--- config.mk ---
export PLATFORM = sky130hd
export DESIGN_NAME = sic_ram
export DESIGN_NICKNAME = d
export VERILOG_FILES = /design/src/rtl/core/sic_ram.sv
export SDC_FILE = /design/constraint.sdc
export NUM_CORES = 1
export LEC_CHECK = 0
export ABC_AREA = 1
export BUFFER_PORTS_ARGS = -buffer_cell sky130_fd_sc_hd__buf_2
export CAP_MARGIN = 10
export CORE_MARGIN = 2
export CORE_UTILIZATION = 40
export CTS_CLUSTER_SIZE = 25
export DETAILED_ROUTE_END_ITERATION = 12
export GPL_ROUTABILITY_DRIVEN = 0
export PLACE_DENSITY = 0.56
export SLEW_MARGIN = 20
export SYNTH_ARGS = -nofsm -noshare
export SYNTH_HDL_FRONTEND = slang
export SYNTH_SLANG_ARGS = --single-unit
--- constraint.sdc ---
create_clock -name clk -period 3.6 [get_ports clk]
set_input_delay 0.54 -clock clk [delete_from_list [all_inputs] [get_ports clk]]
set_output_delay 0.54 -clock clk [all_outputs]
set_load 0.01 [all_outputs]
--- src/rtl/core/sic_ram.sv ---
`default_nettype none
module sic_ram #(
  parameter int WIDTH = 8,
  parameter int DEPTH = 64
) (
  input  wire logic                                  clk,
  input  wire logic                                  we,
  input  wire logic [((DEPTH > 1) ? $clog2(DEPTH) : 1)-1:0] waddr,
  input  wire logic [WIDTH-1:0]                      wdata,
  input  wire logic [((DEPTH > 1) ? $clog2(DEPTH) : 1)-1:0] raddr,
  output logic      [WIDTH-1:0]                      rdata
);
  logic [WIDTH-1:0] mem [DEPTH];

  always_ff @(posedge clk) begin
    if (we) begin
      mem[waddr] <= wdata;
    end
    rdata <= mem[raddr];
  end
endmodule
`default_nettype wire
* Word level (Yosys, flattened, before mapping)
Memory sizes are Yosys's and may differ from the RTL's. A register that Yosys moved wholly into a read port is not among the register bits.
Index checks and enable logic that the tools add are counted.
** Storage, ports and cells
- Memories kept :: 1
- Logic and storage cells :: 3
- Memory bits (writable) :: 512
- Flip-flop bits (word level) :: 0
- Output and inout bits :: 8
** Operators by class
- Muxes and demuxes :: 2
** Memory list
- mem :: words 64, width 8, rd ports 1, clocked after Yosys merged registers in 1, write ports 1, line 13 : logic [WIDTH-1:0] mem [DEPTH];
** Operator list (count)
- 2-to-1 mux 1 bit :: 2

* Logic depth before layout (Yosys ltp)
Gate-level depths: netlist of the first run.
- Word-level depth :: 2
- Depth in mapped cells :: 12
- Gate-level depth less buffers :: 9

* Worst setup path before layout of the first run
No wires, ideal clock.
- Path kind :: in2reg
- From :: input we
- To :: memory mem[48][0] (enable)
- Arrival time :: 1.911 ns
- Stages on the path :: 3
- Slack :: 1.294 ns
- Required time :: 3.205 ns
- Library setup time :: 0.395 ns
- Cell sequence :: clkbuf_1 nand4_1 nor4_1
** Between the ends
- Cells in the longest elaborated chain, start to end :: 2
** RTL lines
- start: declaration :: line 7 : input wire logic we,
- 2-to-1 mux 1 bit :: line 16 : if (we) begin
- 2-to-1 mux 1 bit (implied by the code) :: line 17 : mem[waddr] <= wdata;
- end: declaration :: line 13
No other way between the ends.

==> results of run 1 <==
==> placed cells by master, fill, tap and decap left out, types with 10 or more instances in the layout <==
cell and instances:
clkinv_2 16, clkbuf_16 53, edfxtp_1 512, nor2_1 56, buf_2 27, clkinv_1 10, nand3_1 439, buf_4 96
buf_12 10, nand2_1 648
==> worst reg2reg max path, delay by kind of cell (launching register included) <==
kind	cells	cell delay (ns)
AND/OR/NAND/NOR	8	1.03
flip-flops	1	0.35
==> cells in the mapped netlist <==
cell type | number | area share [%]
buf_8 | 2 | 0.14
buf_4 | 14 | 0.49
clkbuf_1 | 15 | 0.26
edfxtp_1 | 512 | 72
nor2_1 | 56 | 0.99
buf_2 | 37 | 0.87
nand2_1 | 648 | 11
dfxtp_1 | 8 | 0.75
nand4_1 | 9 | 0.26
buf_1 | 10 | 0.18
inv_1 | 10 | 0.18
nand3_1 | 439 | 10
nor4_1 | 8 | 0.23
buf_6 | 35 | 1.8
inv_2 | 1 | 0.018
inv_6 | 1 | 0.041
==> sequential cells by signal, summed over array words and instances (netlist names) <==
name   flops
mem      512
rdata      8
==> layout make-up <==
class | count | share of cell area (%)
clock buffer | 60 | 5.60
clock inverter | 36 | 1.43
inverter | 12 | 0.217
multi-input combinational | 1160 | 20.5
sequential | 520 | 64.3
tap | 688 | 3.56
timing repair buffer | 134 | 4.43
==> layer usage <==
metal / track usage, % / routed length (µm)
met1: 29.1 / 25000
met2: 32.0 / 26000
met3: 3.29 / 3650
met4: 6.41 / 1440
met5: 0 / 0
==> power groups by stage <==
stage | sequential, mW | combinational, mW | clock, mW
3_3_place_gp | 6.85 | 0.807 | 0
4_1_cts | 6.72 | 0.814 | 5.53
5_1_grt | 6.72 | 0.891 | 5.74
3_5_place_dp | 6.85 | 0.812 | 0
6_report | 6.72 | 0.804 | 5.43
2_1_floorplan | 6.85 | 0.471 | 0
==> worst max path at each step <==
stage                                       to  slack [ns]  depth (start not counted)     start
after floorplan           mem[48][0]$_DFFE_PP_        1.29                          3        we
after global placement        rdata[6]$_DFF_P_        0.71                         12  raddr[0]
after detailed placement      rdata[6]$_DFF_P_        0.72                         12  raddr[0]
after global routing          rdata[5]$_DFF_P_        1.23                         12  raddr[0]
final                         rdata[5]$_DFF_P_        1.37                         12  raddr[0]
after CTS                     rdata[6]$_DFF_P_        1.37                         12  raddr[0]
==> cells by family after synthesis <==
kind of cell           count (synthesis)
buffers and inverters                125
and+or+nand+nor                     1160
DFF                                  520
==> impl_metrics.csv, run 1 <==
group,metric,value,unit
run_status,outcome,"completed",
global_route,first_global_vias,13500,
synthesis,yosys.area_share.simple,23.2,%
run,drv_cap,0,
drt,drc,0,
sta,rsz0062_at_grt,"no",
setup_path,worstSetupEndpointType,"flip-flop",
layout,final_net_count,1903,
min_path,hold_end,"mem[15][3]$_DFFE_PP_",
clock_tree,cts_sinks,520,
drt,wl_per_cell,21.5,µm
placed_design,placed_cell_area,22500,µm²
power,internal_power,10.0,mW
global_route,grt_start_max_net_pins,106,
die,die_h,235,µm
synthesis,ys_ff_latch,520,
clock_tree,cts_tree,"yes",
drt,viasPerCell,5.29,
layout,drive_gt1_share,11.2,%
setup_path,crit_type,"input port to flip-flop",
synthesis,synth_cell_types,16,
sta,min_period,2.23,ns
power,switching_share,22.6,%
synthesis,netlist_area,21300,µm²
setup_path,r2r-end,"rdata[1]$_DFF_P_",
die,rows,84,
clock_tree,clock_latency,0.62,ns
global_route,grt_pass1_wl,85400,µm
sta,relSlewSlack,29.0,%
sta,fin_worst_skew,0.0191,ns
setup_path,crit_chain,"clkbuf_8 > inv_6 > buf_12 > buf_4 > nand2_1 > nand3_1 > nand3_1 > nand2_1 > nand2_1 > nand3_1 > nand3_1 > nand2_1",
synthesis,synthMuxAreaShare,0,%
power,power_frac_clock,41.9,%
setup_path,cp_slowest_cell,"clkbuf_8",
power,p_seq_share,51.9,%
setup_path,slowest_delay,0.44,ns
synthesis,synth_compound_area_share,0,%
die,start_util,40.5,%
die,die-area,55200,µm²
die,die_w,235,µm
drt,drt_iter0_drc,1365,
synthesis,ys_warn_count,0,
clock_tree,clock_path_buffers,3,
sta,setup_tns,0,ns
power,net-switching-power,2.93,mW
setup_path,worstRegToRegCells,8,
sta,tightest_slew,1.07,ns
clock_tree,cts_setup_buffers,0,
setup_path,r2r_setup_slack,2.10,ns
synthesis,synthCells,1805,
layout,multi_input_area,4950,µm²
layout,final_util,45.9,%
setup_path,r2r_start,"mem[7][1]$_DFFE_PP_",
sta,hold_slack,0.192,ns
placed_design,place_inst,2514,
synthesis,syn_nets,1827,
drt,routed_wl,56100,µm
layout,final-seq-area,15500,µm²
sta,setup_viol,0,
setup_path,crit_family,"buffers and inverters",
global_route,grt_overflow,0,
clock_tree,postCtsHoldBufs,0,
clock_tree,cts.repair.resized,0,
drt,vias,13800,
global_route,antenna_found_initial,0,
layout,nFillCells,4792,
layout,fin_area,24200,µm²
drt,drtAntennaViolNets,0,
synthesis,synth-seq-area-share,72.8,%
sta,finalCritPeriodShare,61.9,%
clock_tree,numCtsBuffers,53,
setup_path,critical_path_buf_inv_count,4,
setup_path,startpoint_type,"input port",
synthesis,avgSynthCellArea,11.8,µm²
sta,setup_ws,1.37,ns
die,core,52700,µm²
setup_path,crit_arrival,2.74,ns
layout,layoutNonFillerInstCount,2610,
placed_design,dp_slack,0.722,ns
global_route,grt_util_all_layers,20.4,%
die,ios,30,
clock_tree,cts_max_level,2,
clock_tree,cts-root-buf,"clkbuf_16",
placed_design,hpwl,32900,µm
power,ir_drop,0.332,mV
sta,hold_viol_final,0,
min_path,hold-path-cell-count,1,
layout,synthToLayoutAreaGrowth,13.2,%
clock_tree,path_clk_slew,0.06,ns
sta,fmax,0.449,GHz
min_path,min_from,"wdata[3]",
setup_path,crit_required,4.11,ns
sta,finalMaxSlewViolations,0,
power,pwr-share-comb,6.2,%
power,fin_total_pwr,13.0,mW
layout,antenna_cells,0,
synthesis,synth_top_family_by_area,"simple AND/OR/NAND/NOR gates",
synthesis,yosys.area_share.adder,0,%
power,leakage,8.80,nW
power,p_per_area,536,nW/µm²
placed_design,io_buffer_count,29,
setup_path,worst-path-max-fanout,76,
synthesis,synthXorXnorAreaFrac,0,%
drt,dr.pass1.iters,7,
min_path,hold_path.class,"input port to flip-flop",
(Power assumes the default switching activity.)
==> run 2, diff against run 1 <==
ABC_AREA = 0   (was 1)
clock period = 2.2 ns   (was 3.6 ns; I/O delays follow)
==> impl_metrics.csv, run 2 <==
group,metric,value,unit
run_status,outcome,"completed",
synthesis,synth-edff-count,512,
synthesis,syn_nets,962,
layout,antenna_cells,0,
global_route,antenna_found_initial,2,
layout,reg_top3,"mem: 512 flops, rdata: 8 flops",
die,die_h,229,µm
clock_tree,clock_latency,0.61,ns
die,die-area,52200,µm²
clock_tree,numCtsBuffers,53,
synthesis,ys_ff_latch,520,
placed_design,hpwl,30500,µm
layout,drive_gt1_share,34.7,%
synthesis,yosys.area_share.adder,0,%
synthesis,yosys.area_share.simple,3.39,%
clock_tree,cts_setup_buffers,0,
drt,viasPerCell,5.38,
drt,wl_per_cell,25.7,µm
sta,hold_viol_final,0,
clock_tree,cts_max_level,2,
setup_path,worst-path-max-fanout,1,
layout,final_net_count,1154,
global_route,first_global_vias,10300,
synthesis,synth_commonest_cells,"edfxtp_1, mux4_2, nor2_1",
setup_path,crit_arrival,2.54,ns
die,ios,30,
drt,drc,0,
power,ir_drop,0.547,mV
synthesis,synth-seq-area-share,77.0,%
global_route,grt_pass1_wl,70000,µm
layout,layout_commonest_cell,"edfxtp_1",
global_route,use_met1,25.5,%
die,start_util,40.4,%
clock_tree,cts.repair.resized,0,
min_path,hold_path.class,"input port to flip-flop",
sta,min_period,2.06,ns
sta,fin_worst_skew,0.0279,ns
synthesis,avgSynthCellArea,21.5,µm²
sta,finalCritPeriodShare,93.8,%
setup_path,crit_required,2.68,ns
synthesis,async_flop_share,0,%
layout,top_register,"mem",
sta,tightest_slew,0.805,ns
global_route,global_route.usage.met3,3.54,%
synthesis,synthXorXnorAreaFrac,0,%
global_route,grt_start_max_net_pins,65,
synthesis,netlist_area,20200,µm²
sta,relSlewSlack,46.3,%
global_route,grt_util_all_layers,18.5,%
run,drv_cap,0,
sta,finalMaxSlewViolations,0,
synthesis,synth_cell_types,40,
power,fin_total_pwr,21.0,mW
synthesis,synthMuxAreaShare,15.9,%
global_route,busiest_layer,"met2",
synthesis,synth_top_family_by_area,"multiplexers",
clock_tree,clock_path_buffers,3,
synthesis,synth_compound_area_share,2.07,%
layout,synthToLayoutAreaGrowth,19.2,%
placed_design,io_buffer_count,29,
setup_path,startpoint_type,"flip-flop",
die,core,50000,µm²
drt,routed_wl,47400,µm
sta,setup_tns,0,ns
global_route,grt_overflow,0,
layout,final_util,48.1,%
synthesis,yosysMostFrequentCell,"edfxtp_1",
layout,largest_reg_flops,512,
clock_tree,path_clk_slew,0.06,ns
sta,fmax,0.485,GHz
synthesis,synth_area_leader_cell,"edfxtp_1",
sta,rsz0062_at_grt,"no",
clock_tree,postCtsHoldBufs,0,
layout,final_cell_mix,"edfxtp_1, buf_4, mux4_2, nor2_1, clkbuf_16",
synthesis,synth.area.top_cells,"edfxtp_1, mux4_2, nor2_1",
setup_path,worstSetupEndpointType,"flip-flop",
die,rows,82,
drt,vias,9937,
drt,drt_iter0_drc,1095,
clock_tree,cts-root-buf,"clkbuf_16",
synthesis,synthCells,940,
drt,dr.pass1.iters,5,
die,die_w,229,µm
power,p_per_area,875,nW/µm²
synthesis,synth_top_area_share,76.2,%
synthesis,ys_warn_count,0,
clock_tree,cts_tree,"yes",
sta,setup_viol,0,
drt,drtAntennaViolNets,0,
clock_tree,cts_sinks,520,
synthesis,synth_top_flop_cell,"edfxtp_1",
setup_path,crit_type,"flip-flop to flip-flop",
global_route,met2_usage,29.4,%
power,leakage,7.82,nW
run 2: routing by layer:
layer	up-vias	wire length, µm
met2	297	22800
met3	80	2810
li1	4323	-
met1	5237	20100
met4	0	1630
met5	-	0
run 2: cells by family (layout without fill, tap and decap cells):
group,after synthesis,in the layout
buffers and inverters,51,285
AOI/OAI and AO/OA,54,54
muxes,162,162
and+or+nand+nor,153,153
DFF,520,520
run 2: final timing paths:
check / from / to / slack, ns / cells past startpoint
worst min-delay path: wdata[7] / mem[36][7]$_DFFE_PP_ / 0.11 / 1
worst max register to register: mem[20][6]$_DFFE_PP_ / rdata[6]$_DFF_P_ / 0.14 / 6
worst min register to register: mem[18][2]$_DFFE_PP_ / rdata[2]$_DFF_P_ / 0.83 / 4
worst max-delay path: mem[20][6]$_DFFE_PP_ / rdata[6]$_DFF_P_ / 0.14 / 6
run 2: report_power, final:
part / switching (mW) / total [mW] / internal (mW) / leakage (nW)
sequential: 0.0369 / 11.0 / 11.0 / 4.67
combinational: 0.661 / 1.16 / 0.503 / 2.31
clock: 3.74 / 8.87 / 5.13 / 0.836
total: 4.44 / 21.0 / 16.6 / 7.82
run 2: stage by stage:
stage	instance area [µm²]	hold WS, ns	setup slack (ns)	instances
2_1_floorplan	20200	0.429	0.202	940
4_1_cts	24000	0.0814	0.0953	1846
6_report	24000	0.114	0.137	1846
5_1_grt	24000	0.104	0.0550	1846
3_3_place_gp	22300	0.729	-0.448	1749
3_5_place_dp	22300	0.739	-0.384	1749
run 2: final cells by class:
cell class | count | area [µm²]
clock inverters | 35 | 304
multi-input cells | 369 | 4320
repair buffers | 188 | 1640
clock buffers | 62 | 1400
flip-flops and latches | 520 | 15500
well taps | 672 | 841
fillers | 4087 | 25900
run 2: critical path, cell delays in order (launching register included):
cell      delay (ns)
edfxtp_1        0.36
mux4_2          0.48
mux2_2          0.27
o221a_2         0.30
nor3_1          0.30
buf_4           0.17
o32ai_1         0.07
==> run 3, diff against run 2 <==
CORE_ASPECT_RATIO = 0.75   (was not set)
==> impl_metrics.csv, run 3 (synthesis gave the netlist of run 2 again) <==
group,metric,value,unit
run_status,outcome,"completed",
die,start_util,40.4,%
setup_path,crit_required,2.64,ns
clock_tree,path_clk_slew,0.06,ns
sta,tightest_slew,0.769,ns
layout,largest_reg_flops,512,
sta,hold_slack,0.226,ns
clock_tree,postCtsHoldBufs,0,
drt,routed_wl,48000,µm
sta,hold_viol_final,0,
global_route,antenna_found_initial,2,
die,die-area,52200,µm²
setup_path,critical_path_buf_inv_count,0,
die,die_w,263,µm
global_route,first_global_vias,10100,
sta,fin_worst_skew,0.0265,ns
sta,finalMaxSlewViolations,0,
placed_design,io_buffer_count,29,
drt,wl_per_cell,26.4,µm
drt,viasPerCell,5.56,
global_route,grt_pass1_wl,70800,µm
power,fin_total_pwr,20.3,mW
setup_path,crit_chain,"mux4_2 > mux4_2 > nor2_1 > nor3_1 > o2bb2ai_1",
min_path,min_from,"wdata[0]",
layout,reg_top3,"mem: 512 flops, rdata: 8 flops",
clock_tree,numCtsBuffers,50,
setup_path,r2r_setup_slack,0.09,ns
setup_path,r2r_start,"mem[15][0]$_DFFE_PP_",
clock_tree,clock_latency,0.57,ns
layout,synthToLayoutAreaGrowth,17.7,%
min_path,hold_path.class,"input port to flip-flop",
die,die_h,198,µm
setup_path,cp_slowest_cell,"mux4_2",
power,p_per_area,856,nW/µm²
drt,vias,10100,
die,core,49900,µm²
sta,rsz0062_at_grt,"no",
min_path,hold_end,"mem[2][0]$_DFFE_PP_",
layout,final_cell_mix,"edfxtp_1, buf_4, mux4_2, nor2_1, clkbuf_16",
sta,min_period,2.11,ns
clock_tree,cts.repair.resized,0,
power,ir_drop,0.551,mV
clock_tree,cts_setup_buffers,0,
sta,finalCritPeriodShare,96.0,%
sta,fmax,0.473,GHz
setup_path,crit_family,"multiplexers",
die,ios,30,
power,leakage,7.68,nW
clock_tree,cts_tree,"yes",
clock_tree,clock_path_buffers,3,
setup_path,worst-path-max-fanout,1,
drt,drc,0,
global_route,grt_util_all_layers,18.8,%
clock_tree,cts_max_level,2,
clock_tree,cts_sinks,520,
setup_path,r2r-end,"rdata[0]$_DFF_P_",
setup_path,startpoint_type,"flip-flop",
setup_path,worstRegToRegCells,5,
layout,top_register,"mem",
drt,drt_iter0_drc,1126,
layout,final_net_count,1144,
drt,dr.pass1.iters,7,
sta,relSlewSlack,48.7,%
die,rows,71,
layout,layout_commonest_cell,"edfxtp_1",
setup_path,worstSetupEndpointType,"flip-flop",
setup_path,slowest_delay,0.50,ns
drt,drtAntennaViolNets,0,
layout,drive_gt1_share,33.6,%
placed_design,hpwl,31400,µm
min_path,hold-path-cell-count,1,
run,drv_cap,0,
global_route,grt_start_max_net_pins,65,
setup_path,crit_top_cell,"mux4_2",
setup_path,crit_type,"flip-flop to flip-flop",
setup_path,crit_arrival,2.55,ns
global_route,grt_overflow,0,
sta,setup_viol,0,
clock_tree,cts-root-buf,"clkbuf_16",
run 3: cell types whose count changed in the layout (fill, tap and decap cells not counted), sizes merged:
cell	previous run	this run
inv	2	1
buf	187	180
clkinvlp	3	2
bufinv	5	2
clkinv	25	15
clkbuf	63	71
diode	0	1
run 3: how the worst max path moves through the flow:
stage / start / endpoint / slack, ns / cells after the start
after floorplan: raddr[1] / rdata[3]$_DFF_P_ / 0.20 / 7
final: mem[15][0]$_DFFE_PP_ / rdata[0]$_DFF_P_ / 0.09 / 5
after detailed placement: raddr[0] / rdata[5]$_DFF_P_ / -0.47 / 7
after global routing: mem[25][4]$_DFFE_PP_ / rdata[4]$_DFF_P_ / 0.02 / 5
after CTS: mem[2][5]$_DFFE_PP_ / rdata[5]$_DFF_P_ / 0.04 / 5
after global placement: raddr[0] / rdata[5]$_DFF_P_ / -0.56 / 7
run 3: routing by layer:
metal  vias to the layer above  share of wire, %  track usage [%]
li1                       4301                 -                -
met1                      5377                48             30.0
met2                       360                43             26.8
met3                        66               7.2             3.38
met4                         2               1.8             4.28
met5                         -             0.023                0
run 3: where the power goes:
| part | switching (mW) | leakage [nW] | internal (mW) |
|---|---|---|---|
| registers | 0.0333 | 4.67 | 11.0 |
| clock network | 3.55 | 0.748 | 4.62 |
| logic | 0.677 | 2.26 | 0.485 |
| total | 4.26 | 7.68 | 16.1 |
run 3: area by class of cell:
class,instances,area (µm²)
timing repair buffer,181,1530
antenna,1,2.50
multi-input combinational,369,4320
clock inverter,20,149
clock buffer,70,1390
fill,4192,26200
tap,657,822
sequential,520,15500
run 3: metrics by stage:
step | std cells | util (%) | setup slack [ns] | TNS, ns | area (µm²)
after floorplan | 940 | - | 0.202 | 0 | 20200
after global placement | 1727 | 44.5 | -0.559 | -2.57 | 22200
after detailed placement | 1727 | 44.5 | -0.466 | -2.72 | 22200
after CTS | 1817 | 47.5 | 0.0359 | 0 | 23700
after global routing | 1817 | 47.6 | 0.0158 | 0 | 23700
final | 1818 | 47.6 | 0.0871 | 0 | 23700
